===== config.mk =====
export PLATFORM = sky130hd
export DESIGN_NAME = relative_permutation_rank_unit
export DESIGN_NICKNAME = d
export VERILOG_FILES = /design/src/rpr_pkg.sv /design/src/rpr_relabel.sv /design/src/relative_permutation_rank_unit.sv
export SDC_FILE = /design/constraint.sdc
export NUM_CORES = 1
export LEC_CHECK = 0
export CORE_UTILIZATION = 70
export CTS_CLUSTER_DIAMETER = 50
export CTS_CLUSTER_SIZE = 8
export DETAILED_ROUTE_END_ITERATION = 12
export DONT_BUFFER_PORTS = 1
export PLACE_DENSITY = 0.84
export SETUP_SLACK_MARGIN = 0.02
export SKIP_LAST_GASP = 1
export SLEW_MARGIN = 10
export SYNTH_ARGS = -nofsm -noshare
export SYNTH_HDL_FRONTEND = slang
export SYNTH_SLANG_ARGS = --single-unit

===== constraint.sdc =====
create_clock -name clk -period 15.9 [get_ports clk]
set_clock_uncertainty 0.05 [all_clocks]
set_input_delay 1.59 -clock clk [delete_from_list [all_inputs] [get_ports clk]]
set_output_delay 1.59 -clock clk [all_outputs]
set_load 0.005 [all_outputs]

===== src/rpr_pkg.sv =====
// Shared types, widths and constants for the relative permutation rank unit.
// No dependencies; every other file in src imports this package.
`default_nettype none

package rpr_pkg;

	// Fixed field geometry
	localparam int MAX_LEN             = 10;
	localparam int CODE_W              = 4;
	localparam int PERM_W              = MAX_LEN * CODE_W;
	localparam int INDEX_W             = 22;
	localparam int DIGIT_W             = 4;
	localparam int PAIRS               = (MAX_LEN + 1) / 2;
	localparam int DEFAULT_PERM_LENGTH = 10;

	// Stream word widths, padded to whole bytes
	localparam int S_DATA_W = ((2 * PERM_W + 7) / 8) * 8;
	localparam int M_DATA_W = ((INDEX_W + 7) / 8) * 8;

	typedef logic [CODE_W-1:0]  code_t;
	typedef logic [INDEX_W-1:0] index_t;
	typedef logic [DIGIT_W-1:0] digit_t;

	// Relative permutation handed from the relabel stage to the rank stages
	typedef struct packed {
		logic                bad;
		code_t [MAX_LEN-1:0] rel;
	} relabel_t;

	// n! for the constant weights of the factorial number system
	function automatic index_t fact_of(input int n);
		int acc;
		acc = 1;
		for (int i = 2; i <= n; i++) begin
			acc = acc * i;
		end
		return INDEX_W'(acc);
	endfunction

endpackage

`default_nettype wire


===== src/rpr_relabel.sv =====
// Validity check of both permutations and mapping of each destination symbol
// to its position in the source. Combinational; depends on rpr_pkg.
`default_nettype none

module rpr_relabel #(
	parameter int PERM_LENGTH = rpr_pkg::DEFAULT_PERM_LENGTH
) (
	input  wire logic [rpr_pkg::PERM_W-1:0] source_perm,
	input  wire logic [rpr_pkg::PERM_W-1:0] target_perm,
	output rpr_pkg::relabel_t               result
);
	import rpr_pkg::*;

	code_t [MAX_LEN-1:0] src_code;
	code_t [MAX_LEN-1:0] dst_code;
	logic                src_bad;
	logic                dst_bad;

	assign src_code = source_perm;
	assign dst_code = target_perm;

	// Flag codes out of range and repeated codes in the used positions
	always_comb begin
		src_bad = 1'b0;
		dst_bad = 1'b0;
		for (int i = 0; i < PERM_LENGTH; i++) begin
			if (src_code[i] >= CODE_W'(PERM_LENGTH)) src_bad = 1'b1;
			if (dst_code[i] >= CODE_W'(PERM_LENGTH)) dst_bad = 1'b1;
			for (int j = i + 1; j < PERM_LENGTH; j++) begin
				if (src_code[i] == src_code[j]) src_bad = 1'b1;
				if (dst_code[i] == dst_code[j]) dst_bad = 1'b1;
			end
		end
	end

	// Encode the matching source position of each destination symbol
	always_comb begin
		result.bad = src_bad | dst_bad;
		result.rel = '0;
		for (int i = 0; i < PERM_LENGTH; i++) begin
			for (int j = 0; j < PERM_LENGTH; j++) begin
				if (dst_code[i] == src_code[j]) begin
					result.rel[i] = result.rel[i] | CODE_W'(j);
				end
			end
		end
	end

endmodule

`default_nettype wire


===== src/relative_permutation_rank_unit.sv =====
// Top level of the relative permutation rank unit: stream ports, pipeline
// control, factorial digits and weighted sum. Depends on rpr_pkg, rpr_relabel.
//
//  channel  | dir | tdata (low bit up)               | tuser
//  ---------+-----+----------------------------------+-----------
//  s_axis   | in  | source_perm[39:0], target_perm   | -
//  m_axis   | out | perm_index[21:0], 2 zero pad     | bad_input
//
// One word per cycle sustained while m_axis_tready holds high; after its word is taken,
// a result passes the input register, relabel register, pair-sum register and output register.
// Reset clears only the stage valid bits.
// Stalls: each stage loads when it is empty or the stage after it moves, so
// bubbles collapse and s_axis_tready stays high while any stage is empty.
`default_nettype none

module relative_permutation_rank_unit #(
	parameter int PERM_LENGTH = rpr_pkg::DEFAULT_PERM_LENGTH
) (
	input  wire logic                         clk,
	input  wire logic                         arst_n,
	input  wire logic                         s_axis_tvalid,
	output logic                              s_axis_tready,
	// source_perm [39:0], target_perm [79:40]
	input  wire logic [rpr_pkg::S_DATA_W-1:0] s_axis_tdata,
	output logic                              m_axis_tvalid,
	input  wire logic                         m_axis_tready,
	// perm_index [21:0], zero [23:22]
	output logic [rpr_pkg::M_DATA_W-1:0]      m_axis_tdata,
	// bad_input [0]
	output logic [0:0]                        m_axis_tuser
);
	import rpr_pkg::*;

	logic                 v_s1, v_s2, v_s3, out_valid_q;
	logic                 rdy1, rdy2, rdy3, rdy_out;
	logic [PERM_W-1:0]    src_s1, dst_s1;
	relabel_t             relabel;
	relabel_t             rel_s2;
	digit_t [MAX_LEN-1:0] digit;
	index_t [PAIRS-1:0]   pair_sum;
	index_t [PAIRS-1:0]   pair_s3;
	logic                 bad_s3;
	index_t               total;
	index_t               index_q;
	logic                 bad_q;

	// Ready runs back from the output register
	assign rdy_out       = !out_valid_q || m_axis_tready;
	assign rdy3          = !v_s3 || rdy_out;
	assign rdy2          = !v_s2 || rdy3;
	assign rdy1          = !v_s1 || rdy2;
	assign s_axis_tready = rdy1;

	// Advance the stage valid bits
	always_ff @(posedge clk or negedge arst_n) begin
		if (!arst_n) begin
			v_s1        <= 1'b0;
			v_s2        <= 1'b0;
			v_s3        <= 1'b0;
			out_valid_q <= 1'b0;
		end else begin
			if (rdy1)    v_s1        <= s_axis_tvalid;
			if (rdy2)    v_s2        <= v_s1;
			if (rdy3)    v_s3        <= v_s2;
			if (rdy_out) out_valid_q <= v_s3;
		end
	end

	// Capture the input word
	always_ff @(posedge clk) begin
		if (rdy1 && s_axis_tvalid) begin
			src_s1 <= s_axis_tdata[PERM_W-1:0];
			dst_s1 <= s_axis_tdata[2*PERM_W-1:PERM_W];
		end
	end

	rpr_relabel #(
		.PERM_LENGTH(PERM_LENGTH)
	) u_relabel (
		.source_perm(src_s1),
		.target_perm(dst_s1),
		.result     (relabel)
	);

	// Hold the relative permutation
	always_ff @(posedge clk) begin
		if (rdy2 && v_s1) begin
			rel_s2 <= relabel;
		end
	end

	// Count earlier smaller entries at each position
	always_comb begin
		logic [MAX_LEN-1:0] lt;
		for (int i = 0; i < MAX_LEN; i++) begin
			lt = '0;
			for (int k = 0; k < i; k++) begin
				if (i < PERM_LENGTH) lt[k] = rel_s2.rel[k] < rel_s2.rel[i];
			end
			digit[i] = DIGIT_W'($countones(lt));
		end
	end

	// Weight digits by i! and add them in pairs
	always_comb begin
		for (int p = 0; p < PAIRS; p++) begin
			pair_sum[p] = INDEX_W'(digit[2*p]) * fact_of(2 * p);
			if (2 * p + 1 < MAX_LEN) begin
				pair_sum[p] = pair_sum[p] + INDEX_W'(digit[2*p+1]) * fact_of(2 * p + 1);
			end
		end
	end

	always_ff @(posedge clk) begin
		if (rdy3 && v_s2) begin
			pair_s3 <= pair_sum;
			bad_s3  <= rel_s2.bad;
		end
	end

	// Final sum; drop the rank of a bad word
	always_comb begin
		total = '0;
		for (int p = 0; p < PAIRS; p++) begin
			total = total + pair_s3[p];
		end
	end

	always_ff @(posedge clk) begin
		if (rdy_out && v_s3) begin
			index_q <= bad_s3 ? '0 : total;
			bad_q   <= bad_s3;
		end
	end

	assign m_axis_tvalid   = out_valid_q;
	assign m_axis_tdata    = M_DATA_W'(index_q);
	assign m_axis_tuser[0] = bad_q;

	// A flagged word carries a zero rank
	a_bad_zero: assert property (@(posedge clk) disable iff (!arst_n)
		m_axis_tvalid && m_axis_tuser[0] |-> m_axis_tdata[INDEX_W-1:0] == '0)
		else $error("bad word with nonzero rank");

	// The rank stays below PERM_LENGTH!
	a_rank_range: assert property (@(posedge clk) disable iff (!arst_n)
		m_axis_tvalid |-> m_axis_tdata[INDEX_W-1:0] < fact_of(PERM_LENGTH))
		else $error("rank out of range");

	// An accepted word lands in the input register
	a_accept_load: assert property (@(posedge clk) disable iff (!arst_n)
		s_axis_tvalid && s_axis_tready |=> v_s1)
		else $error("accepted word lost at input");

	// A blocked middle stage keeps its word
	a_hold_s2: assert property (@(posedge clk) disable iff (!arst_n)
		v_s2 && !rdy3 |=> v_s2 && $stable(rel_s2))
		else $error("stalled relabel stage changed");

	// A blocked pair-sum stage keeps its word
	a_hold_s3: assert property (@(posedge clk) disable iff (!arst_n)
		v_s3 && !rdy_out |=> v_s3 && $stable(pair_s3))
		else $error("stalled pair-sum stage changed");

endmodule

`default_nettype wire

==> results.tsv, run 1 <==
stage	metric	value	unit
sta	worst-margin pin slew	1250	ps
sta	Final Cycle Share	50.1	%
critical_path	WP data required	16060	ps
die	starting density of the core	71.3	%
synthesis	largest cells by area after synthesis	edfxtp_1 25%, xnor2_1 19%, ha_1 14%	
die	FP Rows	65	
synthesis	XOR/XNOR Fraction of Synth Area	30.6	%
place	PortBufs	0	
synthesis	EDFF count, synth	188	
clock_network	TritonCTS Buffers	17	
clock_network	worst-skew pair later-pin latency	470	ps
critical_path	Worst Setup End Kind	register	
die	io pins	111	
synthesis	Mapped Cells	2293	
clock_network	TritonCTS clock tree	yes	
die	Die X	181	µm
die	area of the die	0.0329	mm²
clock_network	Bufs on Longest Clock Path	2	
critical_path	CP max FO	8	
global_routing	Tot GR Track Use	36.6	%
finish	layout cells sized above 1	5.07	%
clock_network	CTS resizes	0	
global_routing	grt ovf	0	
critical_path	Slowest-stage cell, CP	fa_1	
clock_network	Clock transition at path regs	70	ps
critical_path	Largest delay share family, worst path	adder cells	
synthesis	Syn Area/Cell	9.83	µm²
place	Final GP Congestion	0.952	
global_routing	vias in the first global route	17400	
sta	# setup viols final	0	
clock_network	# clock sinks	192	
routing	wire length per cell	22.2	µm
global_routing	pin count of the biggest net entering global routing	78	
synthesis	post-synthesis sequential area ratio	25.5	%
synthesis	mux contribution to synthesized area	0.0499	%
sta	max frequency	126	MHz
synthesis	mapped cell area	0.0226	mm²
critical_path	slowest stage delay, CP	550	ps
finish	final net count	2602	
critical_path	Setup crit start kind	register	
sta	setup TNS	0	ps
synthesis	top_reg_cell synth	edfxtp_1	
sta	Period minus WS final	7960	ps
clock_network	# H-tree levels	4	
synthesis	Synth Area in Adders	18.4	%
synthesis	Synth Area in Compound Gates	8.59	%
global_routing	initial antenna violation count	0	
synthesis	Simple-Gate Fraction of Synth Area	11.4	%
finish	ant diodes	0	
sta	fin. max-slew vios	0	
run_status	outcome	completed	
die	chip height	181	µm
critical_path	critical path class	reg2reg	
sta	Final Hold Viols	0	
clock_network	CTS Hold Bufs	0	
die	CORE AREA	0.0316	mm²
clock_network	CTS root buf	clkbuf_16	
routing	final WL	58400	µm
sta	RSZ-0062 raised after global routing	false	
critical_path	WP data arrival	8130	ps
synthesis	number of distinct library cells after synthesis	62	
critical_path	Critical path buffers and inverters	5	
sta	relative max-transition margin	16.6	%
run	MaxCap Viol Count	0	
place	HPWL after DPL	40100	µm
routing	DRC	0	
routing	Vias/cell	6.59	
routing	via count	17300	
clock_network	postcts setup bufs	0	
synthesis	Async S/R FF share, synth	2.08	%
global_routing	first-pass GRT wire length	93300	µm
synthesis	largest family of logic cells by synthesized area	XOR/XNOR gates	
finish	Layout area overhead	3.16	%
routing	Routed Antenna Nets	0	
routing	drt pass-1 iters	5	
synthesis	Synth warnings	0	
routing	1st-iter DRT viols	1843	
synthesis	largest area contributor in the netlist	edfxtp_1	
synthesis	#FFs+latches synth	192	
synthesis	Synth top area share	25.0	%
hold_path	Worst Hold Class	reg2reg	
==> final timing paths <==
path | from | end | slack, ps | cells after the start
setup / recovery | rel_s2[33] | pair_s3[109] | 7940 | 31
hold / removal | rel_s2[40] | bad_s3 | 380 | 0
setup reg to reg | rel_s2[33] | pair_s3[109] | 7940 | 31
hold reg to reg | rel_s2[40] | bad_s3 | 380 | 0
max in group asynchronous | arst_n | v_s3 | 14970 | 0
min in group asynchronous | arst_n | v_s2 | 760 | 0
==> metrics by stage <==
stage	area (µm²)	hold slack, ps	instances	util [%]	worst slack (ps)
2_1_floorplan	22600	350	2295	-	8680
3_3_place_gp	22700	352	2597	71.8	8100
3_5_place_dp	22700	362	2597	71.8	7990
4_1_cts	23300	378	2629	73.5	7960
5_1_grt	23300	395	2629	73.5	7400
6_report	23300	377	2629	73.5	7940
==> cell type report <==
class / instances / area [µm²]
repair buffers: 60 / 450
flip-flops and latches: 192 / 5750
well taps: 402 / 503
multi-input cells: 1826 / 15600
clock buffers: 21 / 460
fillers: 2161 / 8370
clock inverters: 11 / 81.3
inverters: 117 / 439
==> layout by cell type, fill, tap and decap left out, types with 10 or more instances in the layout <==
master	count
xnor2_1	501
xor2_1	285
ha_1	259
edfxtp_1	188
inv_1	117
nand4_1	107
a21oi_1	73
nor4_1	72
nand2b_1	71
a21o_1	62
o21ai_0	60
buf_4	60
fa_1	45
nor2_1	42
nor2b_1	35
nand2_1	33
a41oi_1	32
nor3_1	17
clkbuf_16	17
nand3_1	14
a31oi_1	10
o41ai_1	10
nand4b_1	10
==> metal layers <==
layer  global-route usage, %  wire length [µm]
met5                       0                 0
met2                    60.2             27000
met3                    6.14              5040
met1                    44.1             22200
met4                    24.9              4200
==> state kept, by name, indices dropped and copies added (netlist names) <==
register	cells
pair_s3	43
bad_s3	1
index_q	22
v_s1	1
m_axis_tvalid	1
src_s1	40
rel_s2	41
m_axis_tuser	1
dst_s1	40
v_s3	1
v_s2	1
==> Yosys cell counts, types with 2 or more instances <==
| cell | n |
|---|---|
| o41ai_1 | 10 |
| nand4b_1 | 10 |
| a211oi_1 | 7 |
| a21o_1 | 62 |
| o31a_1 | 2 |
| o21a_1 | 8 |
| o21ai_0 | 60 |
| and2_1 | 11 |
| nand3_1 | 14 |
| dfrtp_1 | 4 |
| clkbuf_1 | 2 |
| nor3_1 | 17 |
| a21oi_1 | 73 |
| a41oi_1 | 32 |
| or2_2 | 8 |
| inv_1 | 117 |
| nor2b_1 | 36 |
| nor2_1 | 42 |
| buf_1 | 4 |
| a31oi_1 | 10 |
| xnor2_1 | 501 |
| or3_1 | 4 |
| o21ai_1 | 7 |
| and3_1 | 6 |
| buf_2 | 152 |
| fa_1 | 45 |
| edfxtp_1 | 188 |
| nor4_1 | 72 |
| nand2_1 | 33 |
| nand4_1 | 107 |
| o21bai_1 | 2 |
| xor2_1 | 285 |
| a31o_2 | 3 |
| and3b_1 | 2 |
| buf_4 | 2 |
| ha_1 | 259 |
| nand2b_1 | 71 |
==> logic make-up (layout without fill, tap and decap cells) <==
logic type                 after synthesis  after routing
buffers and inverters                  277            209
muxes                                    1              1
DFF                                    192            192
xor gates and xnor gates               787            787
AOI/OAI and AO/OA                      293            293
other                                    1              3
and+or+nand+nor                        438            438
adders and majority gates              304            304
Power of run 1 is not shown: default switching activity piles up to over one toggle a cycle in this logic, so the estimate is an artifact.
==> run 2, diff against run 1 <==
--- a/config.mk
+++ b/config.mk
@@ -5,12 +5,12 @@
 export SDC_FILE = /design/constraint.sdc
 export NUM_CORES = 1
 export LEC_CHECK = 0
-export CORE_UTILIZATION = 70
+export CORE_UTILIZATION = 67
 export CTS_CLUSTER_DIAMETER = 50
 export CTS_CLUSTER_SIZE = 8
 export DETAILED_ROUTE_END_ITERATION = 12
 export DONT_BUFFER_PORTS = 1
-export PLACE_DENSITY = 0.84
+export PLACE_DENSITY = 0.81
 export SETUP_SLACK_MARGIN = 0.02
 export SKIP_LAST_GASP = 1
 export SLEW_MARGIN = 10
==> constraint.sdc (replaced) <==
create_clock -name clk -period 7.49 [get_ports clk]
set_clock_uncertainty 0.05 [all_clocks]
set_input_delay 0.749 -clock clk [delete_from_list [all_inputs] [get_ports clk]]
set_output_delay 0.749 -clock clk [all_outputs]
set_load 0.005 [all_outputs]
==> run 2 against run 1 <==
Net effect:
- worst hold slack worse by 62 ps
- highest routed layer unchanged
- cell count grew 3.3%
- utilization down 0.75 points
- fmax increased by 9.5%
- flip-flop and latch count is the same
- worst setup slack worse by 7700 ps
==> results.tsv, run 2 (synthesized netlist as in run 1, its figures left out) <==
stage	metric	value	unit
sta	Final Cycle Share	97.1	%
critical_path	CP startpoint	rel_s2[1]	
clock_network	Clock transition at path regs	70	ps
routing	metal3 WL	5850	µm
finish	fill cell count	2283	
clock_network	Bufs on Longest Clock Path	2	
global_routing	initial antenna violation count	0	
finish	Biggest register	pair_s3	
routing	highest metal used	met4	
sta	setup TNS	0	ps
clock_network	# H-tree levels	4	
finish	max reg flops	43	
hold_path	Worst Hold Class	in2reg	
global_routing	grt ovf	0	
critical_path	slowest stage delay, CP	520	ps
critical_path	Setup crit start kind	register	
clock_network	worst-skew pair later-pin latency	480	ps
global_routing	first-pass GRT wire length	95100	µm
global_routing	vias in the first global route	17700	
sta	Period minus WS final	7270	ps
sta	fin. max-slew vios	0	
routing	1st-iter DRT viols	1589	
clock_network	TritonCTS clock tree	yes	
clock_network	CTS root buf	clkbuf_16	
global_routing	pin count of the biggest net entering global routing	78	
die	area of the die	0.0344	mm²
run_status	outcome	completed	
finish	sequential cell area	0.00575	mm²
place	PortBufs	0	
critical_path	CP max FO	8	
sta	max frequency	138	MHz
place	DP Area	0.0230	mm²
finish	top flop regs	pair_s3 (43), rel_s2 (41)	
die	CORE AREA	0.0329	mm²
finish	commonest non-fill, non-tap cell in the layout	xnor2_1	
routing	Vias/cell	6.53	
routing	wire length per cell	22.5	µm
routing	drt pass-1 iters	6	
critical_path	WP data arrival	7460	ps
sta	RSZ-0062 raised after global routing	true	
critical_path	R2R Setup Slk	220	ps
clock_network	# clock sinks	192	
finish	most frequent cells in the layout	501 x xnor2_1, 284 x xor2_1, 251 x ha_1	
die	starting density of the core	68.6	%
routing	via count	17700	
finish	Layout area overhead	6.08	%
die	io pins	111	
critical_path	Slowest-stage cell, CP	fa_1	
sta	worst-margin pin slew	1270	ps
critical_path	reg2reg start	rel_s2[1]	
finish	ant diodes	0	
run	MaxCap Viol Count	0	
routing	final WL	61200	µm
place	placed cell count	2673	
routing	M1 WL	22500	µm
critical_path	critical path class	reg2reg	
sta	Final Hold Viols	0	
routing	Routed Antenna Nets	0	
die	Die X	185	µm
die	chip height	185	µm
critical_path	Worst Setup End Kind	register	
critical_path	CP endpoint	pair_s3[109]	
sta	relative max-transition margin	15.6	%
die	FP Rows	66	
place	Final GP Congestion	0.959	
clock_network	TritonCTS Buffers	17	
sta	# setup viols final	0	
critical_path	R2R cell count	29	
finish	Final Instance Area	0.0239	mm²
finish	Layout Cells excl Fill	2716	
critical_path	WP data required	7670	ps
routing	DRC	0	
finish	layout cells sized above 1	8.62	%
global_routing	Tot GR Track Use	36.4	%
finish	Multi-input gate area	0.0158	mm²
place	HPWL after DPL	41000	µm
critical_path	worst r2r dst	pair_s3[109]	
routing	met2 WL	28400	µm
finish	final net count	2649	
[run 2: changes by cell type in the layout (fill, tap and decap cells not counted), sizes merged]
| cell | change |
|---|---|
| clkinvlp | -1 |
| bufinv | +2 |
| buf | +46 |
| clkinv | -2 |
| inv | +1 |
| dlygate4sd3 | +1 |
[run 2: how the worst min path moves through the flow]
stage	from	endpoint	depth (start not counted)
floorplan	rel_s2[40]	bad_s3	0
global placement	rel_s2[40]	bad_s3	0
detailed placement	rel_s2[40]	bad_s3	0
CTS	s_axis_tdata[4]	src_s1[4]	0
global route	s_axis_tdata[7]	src_s1[7]	0
finish	s_axis_tdata[36]	src_s1[36]	0
[run 2: repair_timing]
item,CTS,global route
setup buffers,0,10
resized for setup,5,37
endpoints found under the hold margin,4,0
endpoints found under the setup margin,2,6
hold buffers,1,0
pin swaps,3,27
[run 2: final cells by class]
type | count | share of cell area [%]
well taps | 442 | 2.31
repair buffers | 107 | 3.37
clock buffers | 21 | 1.88
flip-flops and latches | 192 | 24.0
inverters | 117 | 1.84
multi-input cells | 1826 | 66.0
clock inverters | 11 | 0.544
[run 2: critical path, delay by kind of cell, from the launching register on]
family / cells / cell delay, ps
AO/OA/AOI/OAI: 8 / 1370
XOR/XNOR: 3 / 410
adder cells (fa/ha/maj): 10 / 3600
buffers and inverters: 5 / 740
flip-flops: 1 / 400
AND/OR/NAND/NOR: 3 / 440
[run 2: stage by stage]
step	hold WS (ps)	setup slack [ps]	util [%]
after floorplan	350	267	-
after global placement	355	10.5	70.1
after detailed placement	368	-124	70.1
after CTS	302	38.0	71.9
after global routing	300	-138	72.8
final	315	218	72.8
[run 2: metal layers]
metal  GRT usage [%]  up-vias
met5               0        -
li1                -     7869
met1            42.3     8372
met2            60.6     1097
met4            24.8        0
met3            7.26      400
Power of run 2 is left out for the same reason.
